**src/rtl/slsa_pkg.sv**
```systemverilog
// ----------------------------------------------------------------------------
// Salsa20/10 package
// Shared types, constants and register indexes of the byte-serial
// Salsa20/10 stream cipher.
// ----------------------------------------------------------------------------
package slsa_pkg;

   localparam int DOUBLE_ROUNDS = 5;
   localparam int HALF_ROUNDS   = 2 * DOUBLE_ROUNDS;
   localparam int HR_W          = (HALF_ROUNDS > 1) ? $clog2(HALF_ROUNDS) : 1;

   localparam int QUEUE_DEPTH   = 2;
   localparam int QPTR_W        = (QUEUE_DEPTH > 1) ? $clog2(QUEUE_DEPTH) : 1;
   localparam int QCNT_W        = $clog2(QUEUE_DEPTH + 1);

   typedef logic [31:0]        word_type;
   typedef logic [15:0][31:0]  block_type;
   typedef logic [63:0]        dword_type;
   typedef logic [7:0]         byte_type;

   localparam word_type SIGMA_W0     = 32'h61707865;
   localparam word_type SIGMA_W5_32  = 32'h3320646e;
   localparam word_type SIGMA_W5_16  = 32'h3120646e;
   localparam word_type SIGMA_W10_32 = 32'h79622d32;
   localparam word_type SIGMA_W10_16 = 32'h79622d36;
   localparam word_type SIGMA_W15    = 32'h6b206574;

   // Word positions of the four column quarter-round lanes.
   localparam logic [3:0] LANE_A [4] = '{4'd0,  4'd5,  4'd10, 4'd15};
   localparam logic [3:0] LANE_B [4] = '{4'd4,  4'd9,  4'd14, 4'd3};
   localparam logic [3:0] LANE_C [4] = '{4'd8,  4'd13, 4'd2,  4'd7};
   localparam logic [3:0] LANE_D [4] = '{4'd12, 4'd1,  4'd6,  4'd11};

   typedef enum logic [2:0] {
      CSR_KEY_0_7   = 3'd0,
      CSR_KEY_8_15  = 3'd1,
      CSR_KEY_16_23 = 3'd2,
      CSR_KEY_24_31 = 3'd3,
      CSR_KEY_256   = 3'd4,
      CSR_NONCE     = 3'd5,
      CSR_START_CTR = 3'd6
   } csr_index_type;

   typedef struct packed {
      dword_type key_0_7;
      dword_type key_8_15;
      dword_type key_16_23;
      dword_type key_24_31;
      logic      key_is_256;
      dword_type nonce;
   } cfg_type;

   typedef struct packed {
      logic      restart;
      dword_type start_count;
   } restart_type;

endpackage

```
**src/rtl/slsa_queue.sv**
```systemverilog
// ----------------------------------------------------------------------------
// Salsa20/10 input queue
// Short queue of accepted data bytes between the request channel and the
// keystream back end.
// ----------------------------------------------------------------------------
module slsa_queue (
   input  logic              clock,
   input  logic              reset,
   input  logic              in_valid,
   output logic              in_stall,
   input  slsa_pkg::byte_type in_data,
   output logic              out_valid,
   input  logic              out_take,
   output slsa_pkg::byte_type out_data
);

   localparam int DEPTH = slsa_pkg::QUEUE_DEPTH;
   localparam int PW    = slsa_pkg::QPTR_W;
   localparam int CW    = slsa_pkg::QCNT_W;

   slsa_pkg::byte_type data_ff [DEPTH];
   logic [PW-1:0] wr_ptr_ff, wr_ptr_in;
   logic [PW-1:0] rd_ptr_ff, rd_ptr_in;
   logic [CW-1:0] count_ff, count_in;
   logic          push;
   logic          pop;

   assign in_stall  = (count_ff == CW'(DEPTH));
   assign out_valid = (count_ff != '0);
   assign out_data  = data_ff[rd_ptr_ff];
   assign push      = in_valid && !in_stall;
   assign pop       = out_take && out_valid;

   always_comb begin
      wr_ptr_in = wr_ptr_ff;
      rd_ptr_in = rd_ptr_ff;
      count_in  = count_ff;
      if (push) begin
         wr_ptr_in = (wr_ptr_ff == PW'(DEPTH - 1)) ? '0 : wr_ptr_ff + PW'(1);
      end
      if (pop) begin
         rd_ptr_in = (rd_ptr_ff == PW'(DEPTH - 1)) ? '0 : rd_ptr_ff + PW'(1);
      end
      if (push && !pop) begin
         count_in = count_ff + CW'(1);
      end else if (pop && !push) begin
         count_in = count_ff - CW'(1);
      end
   end

   always_ff @(posedge clock) begin
      if (reset) begin
         wr_ptr_ff <= '0;
         rd_ptr_ff <= '0;
         count_ff  <= '0;
      end else begin
         wr_ptr_ff <= wr_ptr_in;
         rd_ptr_ff <= rd_ptr_in;
         count_ff  <= count_in;
      end
   end

   always_ff @(posedge clock) begin
      if (push) begin
         data_ff[wr_ptr_ff] <= in_data;
      end
   end

endmodule

```
**config.mk**
```make
export PLATFORM = sky130hd
export DESIGN_NAME = slsa_queue
export DESIGN_NICKNAME = d
export VERILOG_FILES = /design/src/rtl/slsa_pkg.sv /design/src/rtl/slsa_queue.sv
export SDC_FILE = /design/constraint.sdc
export NUM_CORES = 1
export LEC_CHECK = 0
export ABC_CLOCK_PERIOD_IN_PS = 1760
export BUFFER_PORTS_ARGS = -buffer_cell sky130_fd_sc_hd__buf_2
export CAP_MARGIN = 25
export CORE_MARGIN = 2
export CORE_UTILIZATION = 48
export DETAILED_ROUTE_END_ITERATION = 10
export MAX_ROUTING_LAYER = met4
export PLACE_DENSITY = 0.74
export SYNTH_ARGS = -nofsm -noshare
export SYNTH_HDL_FRONTEND = slang
export SYNTH_SLANG_ARGS = --single-unit
```
**constraint.sdc**
```tcl
create_clock -name clock -period 1.76 [get_ports clock]
set_input_delay 0.352 -clock clock [delete_from_list [all_inputs] [get_ports clock]]
set_output_delay 0.352 -clock clock [all_outputs]
set_load 0.01 [all_outputs]
```
=== Word level (Yosys, flattened, before mapping) ===
Memories as Yosys holds them, arrays and structs flattened. A register that Yosys moved wholly into a read port is not among the register bits.
Index checks and enable logic that the tools add are counted.

* Register bits after elaboration: 4
* RAM bits: 16
* Bits of input ports: 12
* Output and inout bits: 10
* Word-level logic and storage cells: 26
* Memories: 1

{| class="wikitable"
|+ Memory list
! name !! words !! bits a word !! read ports !! clocked after memory_dff !! write ports !! RTL line !! RTL
|-
| data_ff || 2 || 8 || 1 || 1 || 1 || slsa_queue.sv:21 || <nowiki>slsa_pkg::byte_type data_ff [DEPTH];</nowiki>
|}

* $add $sub $neg: 4
* Eq/ne operators: 1
* Muxes and demuxes: 8
* Reductions and logical operators: 9

{| class="wikitable"
|+ Operator list
! cell !! count
|-
| 1-bit 2-to-1 mux || 6
|-
| 1-bit logical AND || 4
|-
| 2-bit 2-to-1 mux || 2
|-
| 2-bit nonzero test || 2
|-
| 1-bit logical NOT || 3
|-
| 1-bit adder (second input constant) || 2
|-
| 2-bit by 1-bit adder with 2-bit output (second input constant) || 1
|-
| 2-bit equality test (second input constant) || 1
|-
| 2-bit by 1-bit subtractor with 2-bit output (second input constant) || 1
|}

=== Logic depth before layout (Yosys ltp) ===
* Depth after elaboration: 7
* Mapped depth: 6
* Mapped depth without buffers: 6

=== Worst setup path after synthesis ===
OpenSTA, ideal clock, no wires.

* Kind: register -> register
* From: reg count_ff[1]
* To: reg count_ff[1]
* Setup time: 70 ps
* Arrival time: 1412 ps
* Slack: 278 ps
* Cell stages (with the launch flop): 6
* Path buffers: 0
* Cell sequence: dfxtp_1 > nor2b_2 > nor2_1 > ha_1 > or3_1 > a21oi_1

* Longest elaborated chain between the ends: 6
* Elaborated cells between the ends (all ways): 14

{| class="wikitable"
|+ RTL lines
! element !! RTL line !! RTL
|-
| start: declaration || slsa_queue.sv:24 || <nowiki>logic [CW-1:0] count_ff, count_in;</nowiki>
|-
| start signal: assignment || slsa_queue.sv:59 || <nowiki>count_ff <= count_in;</nowiki>
|-
| 2-bit equality test (*) || slsa_queue.sv:28 || <nowiki>assign in_stall = (count_ff == CW'(DEPTH));</nowiki>
|-
| net in_stall || slsa_queue.sv:10 || <nowiki>output logic in_stall,</nowiki>
|-
| 1-bit logical NOT (*) || slsa_queue.sv:31 || <nowiki>assign push = in_valid && !in_stall;</nowiki>
|-
| 1-bit logical AND (*) || slsa_queue.sv:31 ||
|-
| 1-bit logical NOT || slsa_queue.sv:46 || <nowiki>end else if (pop && !push) begin</nowiki>
|-
| 1-bit logical AND || slsa_queue.sv:46 ||
|-
| 2-bit nonzero test (no source line) || -- ||
|}

The timed path passes the listed nets; every way through them passes the cells marked *. The select of a mux whose other input is x is not followed.
A chain may end at the register's enable or synchronous reset.

==> run_results.csv <==
group,metric,value,unit
placed_design,pre_cts_slack,0.2102,ns
detailed_routing,wirelength,1.101,mm
critical_path,r2r_start,"count_ff[0]",
placed_design,port_buffers,21,
global_route,overflow,0,
die,die_h,44.72,um
sta,fmax,0.6242,GHz
synth,synth.most_common_cell,"edfxtp_1",
die,initial_core_util,52.22,%
synth,ys_seq_area_share,72.96,%
synth,synth_area,795.8,sq um
critical_path,endpoint_kind,"output pin",
pwr,ir_drop,0.9744,mV
synth,synth_warnings,0,
global_route,grt_max_degree,13,
global_route,grtUsageTotal,13.11,%
synth,ys_seq_elements,21,
die,fp.dieArea,1999,sq um
sta,hold_viol,0,
detailed_routing,vias,459,
synth,synth_common_cells,"16 x edfxtp_1, 8 x mux2_2, 5 x dfxtp_1",
layout,nNetsFinal,88,
die,io-pin-count,22,
critical_path,worst_path_max_delay_cell,"dfxtp_2",
cts,clock_path_buffers,2,
cts,cts_tree,"built",
global_route,grt_pass1_wl,1.642,mm
die,std_cell_rows,14,
synth,ys_top_cells_by_area,"edfxtp_1 60%, dfxtp_1 13%, mux2_2 11%",
critical_path,path_cells,"mux2_2, buf_2",
critical_path,r2r_slack,0.17,ns
layout,drive_above_1_share,48.65,%
critical_path,reg2regPathDepth,4,
detailed_routing,vias_per_cell,5.100,
layout,fin_util,61.99,%
critical_path,max_stage_delay,0.45,ns
detailed_routing,drtIter0Drc,8,
synth,syn-num-nets,63,
placed_design,dp_hpwl,774.4,um
sta,slew_viol_final,0,
synth,synth_ff_type,"edfxtp_1",
sta,min_period,1.602,ns
cts,h-tree-depth,1,
pwr,power.total,1.314,mW
sta,fin_worst_skew,0.005822,ns
flow_run,cap_violations,0,
cts,clk_latency,0.30,ns
sta,period_share,91.03,%
cts,ctsHoldBuffers,0,
layout,fill_cells,119,
die,die_w,44.72,um
sta,worst_slack,0.1579,ns
synth,synth_top_cell_area_share,60.38,%
synth,synthCells,50,
synth,synth-async-reset-ratio,0,%
cts,clock_tree.root_cell,"clkbuf_4",
sta,tns,0,ns
detailed_routing,drt_pass1_iterations,4,
sta,setup_violations,0,
critical_path,path_delay_family,"flip-flops",
critical_path,cp_max_fo,8,
hold_path,hold_end,"data_ff[0][0]",
detailed_routing,drc_errors,0,
synth,yosysTopAreaCell,"edfxtp_1",
placed_design,gp_congestion,0.7420,
sta,relSlewSlack,75.04,%
critical_path,rr_endpoint,"count_ff[1]",
cts,clk_pin_slew,0.11,ns
synth,avgSynthCellArea,15.92,sq um
hold_path,hold_depth,1,
critical_path,path_buf_inv,1,
critical_path,worst_setup_path_start_kind,"flop",
detailed_routing,ant_nets,0,
synth,ys_types,14,
hold_path,hold_start,"in_data[0]",
critical_path,crit_arrival,1.25,ns
outcome,status,"completed",
pwr,powerDensity,1391,nW/um^2
sta,tightest_slew,0.3744,ns
hold_path,hold_class,"primary input to flop",
cts,cts_sinks,21,
global_route,antenna_found_initial,0,
critical_path,cp.required,1.41,ns
layout,area_growth,18.71,%
global_route,grt_pass1_vias,383,
sta,rsz0062_at_grt,"false",
pwr,leakage,0.3851,nW
die,core,1524,sq um
cts,post_cts_buffers,0,
cts,cts_made_buffers,3,
layout,antenna_cells,0,
cts,cts_resized,1,
synth,synth_edf_count,16,
detailed_routing,routedWlPerCell,12.23,um
critical_path,path_class,"flop to output pin",
per-stage QoR:
step	hold WS (ns)	instances	area, sq um
finish	0.2319	90	944.7
global route	0.2034	90	944.7
CTS	0.2171	90	944.7
detailed placement	0.4786	86	915.9
global placement	0.4722	86	915.9
floorplan	0.4211	50	795.8
worst register-to-register path: stages (launching register included):
cell and delay (ns):
dfxtp_1 0.37, o21ai_0 0.33, ha_1 0.33, or3_1 0.37, a21oi_1 0.13
worst max path at each step:
stage	endpoint	cells after the start	slack, ns
4_1_cts	out_data[1]	2	0.13
3_5_place_dp	count_ff[1]	4	0.21
6_report	out_data[1]	2	0.16
3_3_place_gp	count_ff[1]	4	0.27
5_1_grt	count_ff[1]	4	0.07
2_1_floorplan	count_ff[1]	5	0.28
report_power, final:
| group | leakage (nW) | internal (mW) | switching, mW |
|---|---|---|---|
| clock | 0.0177 | 0.0848 | 0.138 |
| combinational | 0.176 | 0.201 | 0.196 |
| sequential | 0.191 | 0.635 | 0.0600 |
| total | 0.385 | 0.920 | 0.394 |
registers in the layout (all words and copies together) (netlist names), named ones only:
signal and flops:
data_ff 16, count_ff 2, rd_ptr_ff 1, wr_ptr_ff 1
placed cells by master (no fill, tap or decap):
cell      netlist  routed
and2_1          1       1
clkinv_2        0       1
or2_2           1       1
nor2b_2         1       1
buf_2           1      21
o21ai_0         3       3
inv_1           2       2
mux2_2          8       8
dfxtp_2         0       1
nor2_1          4       4
dfxtp_1         5       4
clkbuf_4        0       3
edfxtp_1       16      16
a21oi_1         2       2
or3_1           2       2
xor2_1          3       3
ha_1            1       1
kinds of logic (layout without fill, tap and decap cells):
logic type / after synthesis / count (layout) / share of synthesized area (%)
multiplexers: 8 / 8 / 11.32
flip-flops: 21 / 21 / 72.96
XOR/XNOR: 3 / 3 / 3.302
AO/OA/AOI/OAI: 5 / 5 / 3.144
AND/OR/NAND/NOR: 9 / 9 / 6.132
adder cells (fa/ha/maj): 1 / 1 / 1.572
buffers and inverters: 3 / 27 / 1.572
layout make-up:
cell class / instances / area, sq um / area share, %
Clock buffer: 3 / 22.52 / 2.384
Multi-Input combinational cell: 26 / 202.7 / 21.46
Timing Repair Buffer: 21 / 105.1 / 11.13
Clock inverter: 1 / 5.005 / 0.5298
Sequential cell: 21 / 581.8 / 61.59
Inverter: 2 / 7.507 / 0.7947
Tap cell: 16 / 20.02 / 2.119
per-layer routing:
layer	vias to the layer above	wire [um]	GRT usage [%]
li1	228	-	-
met1	215	485	13.82
met2	12	514	19.13
met3	4	74	5.200
met4	0	26	10.91
met5	-	0	-
No activity file was read; power rests on OpenSTA's default activity.
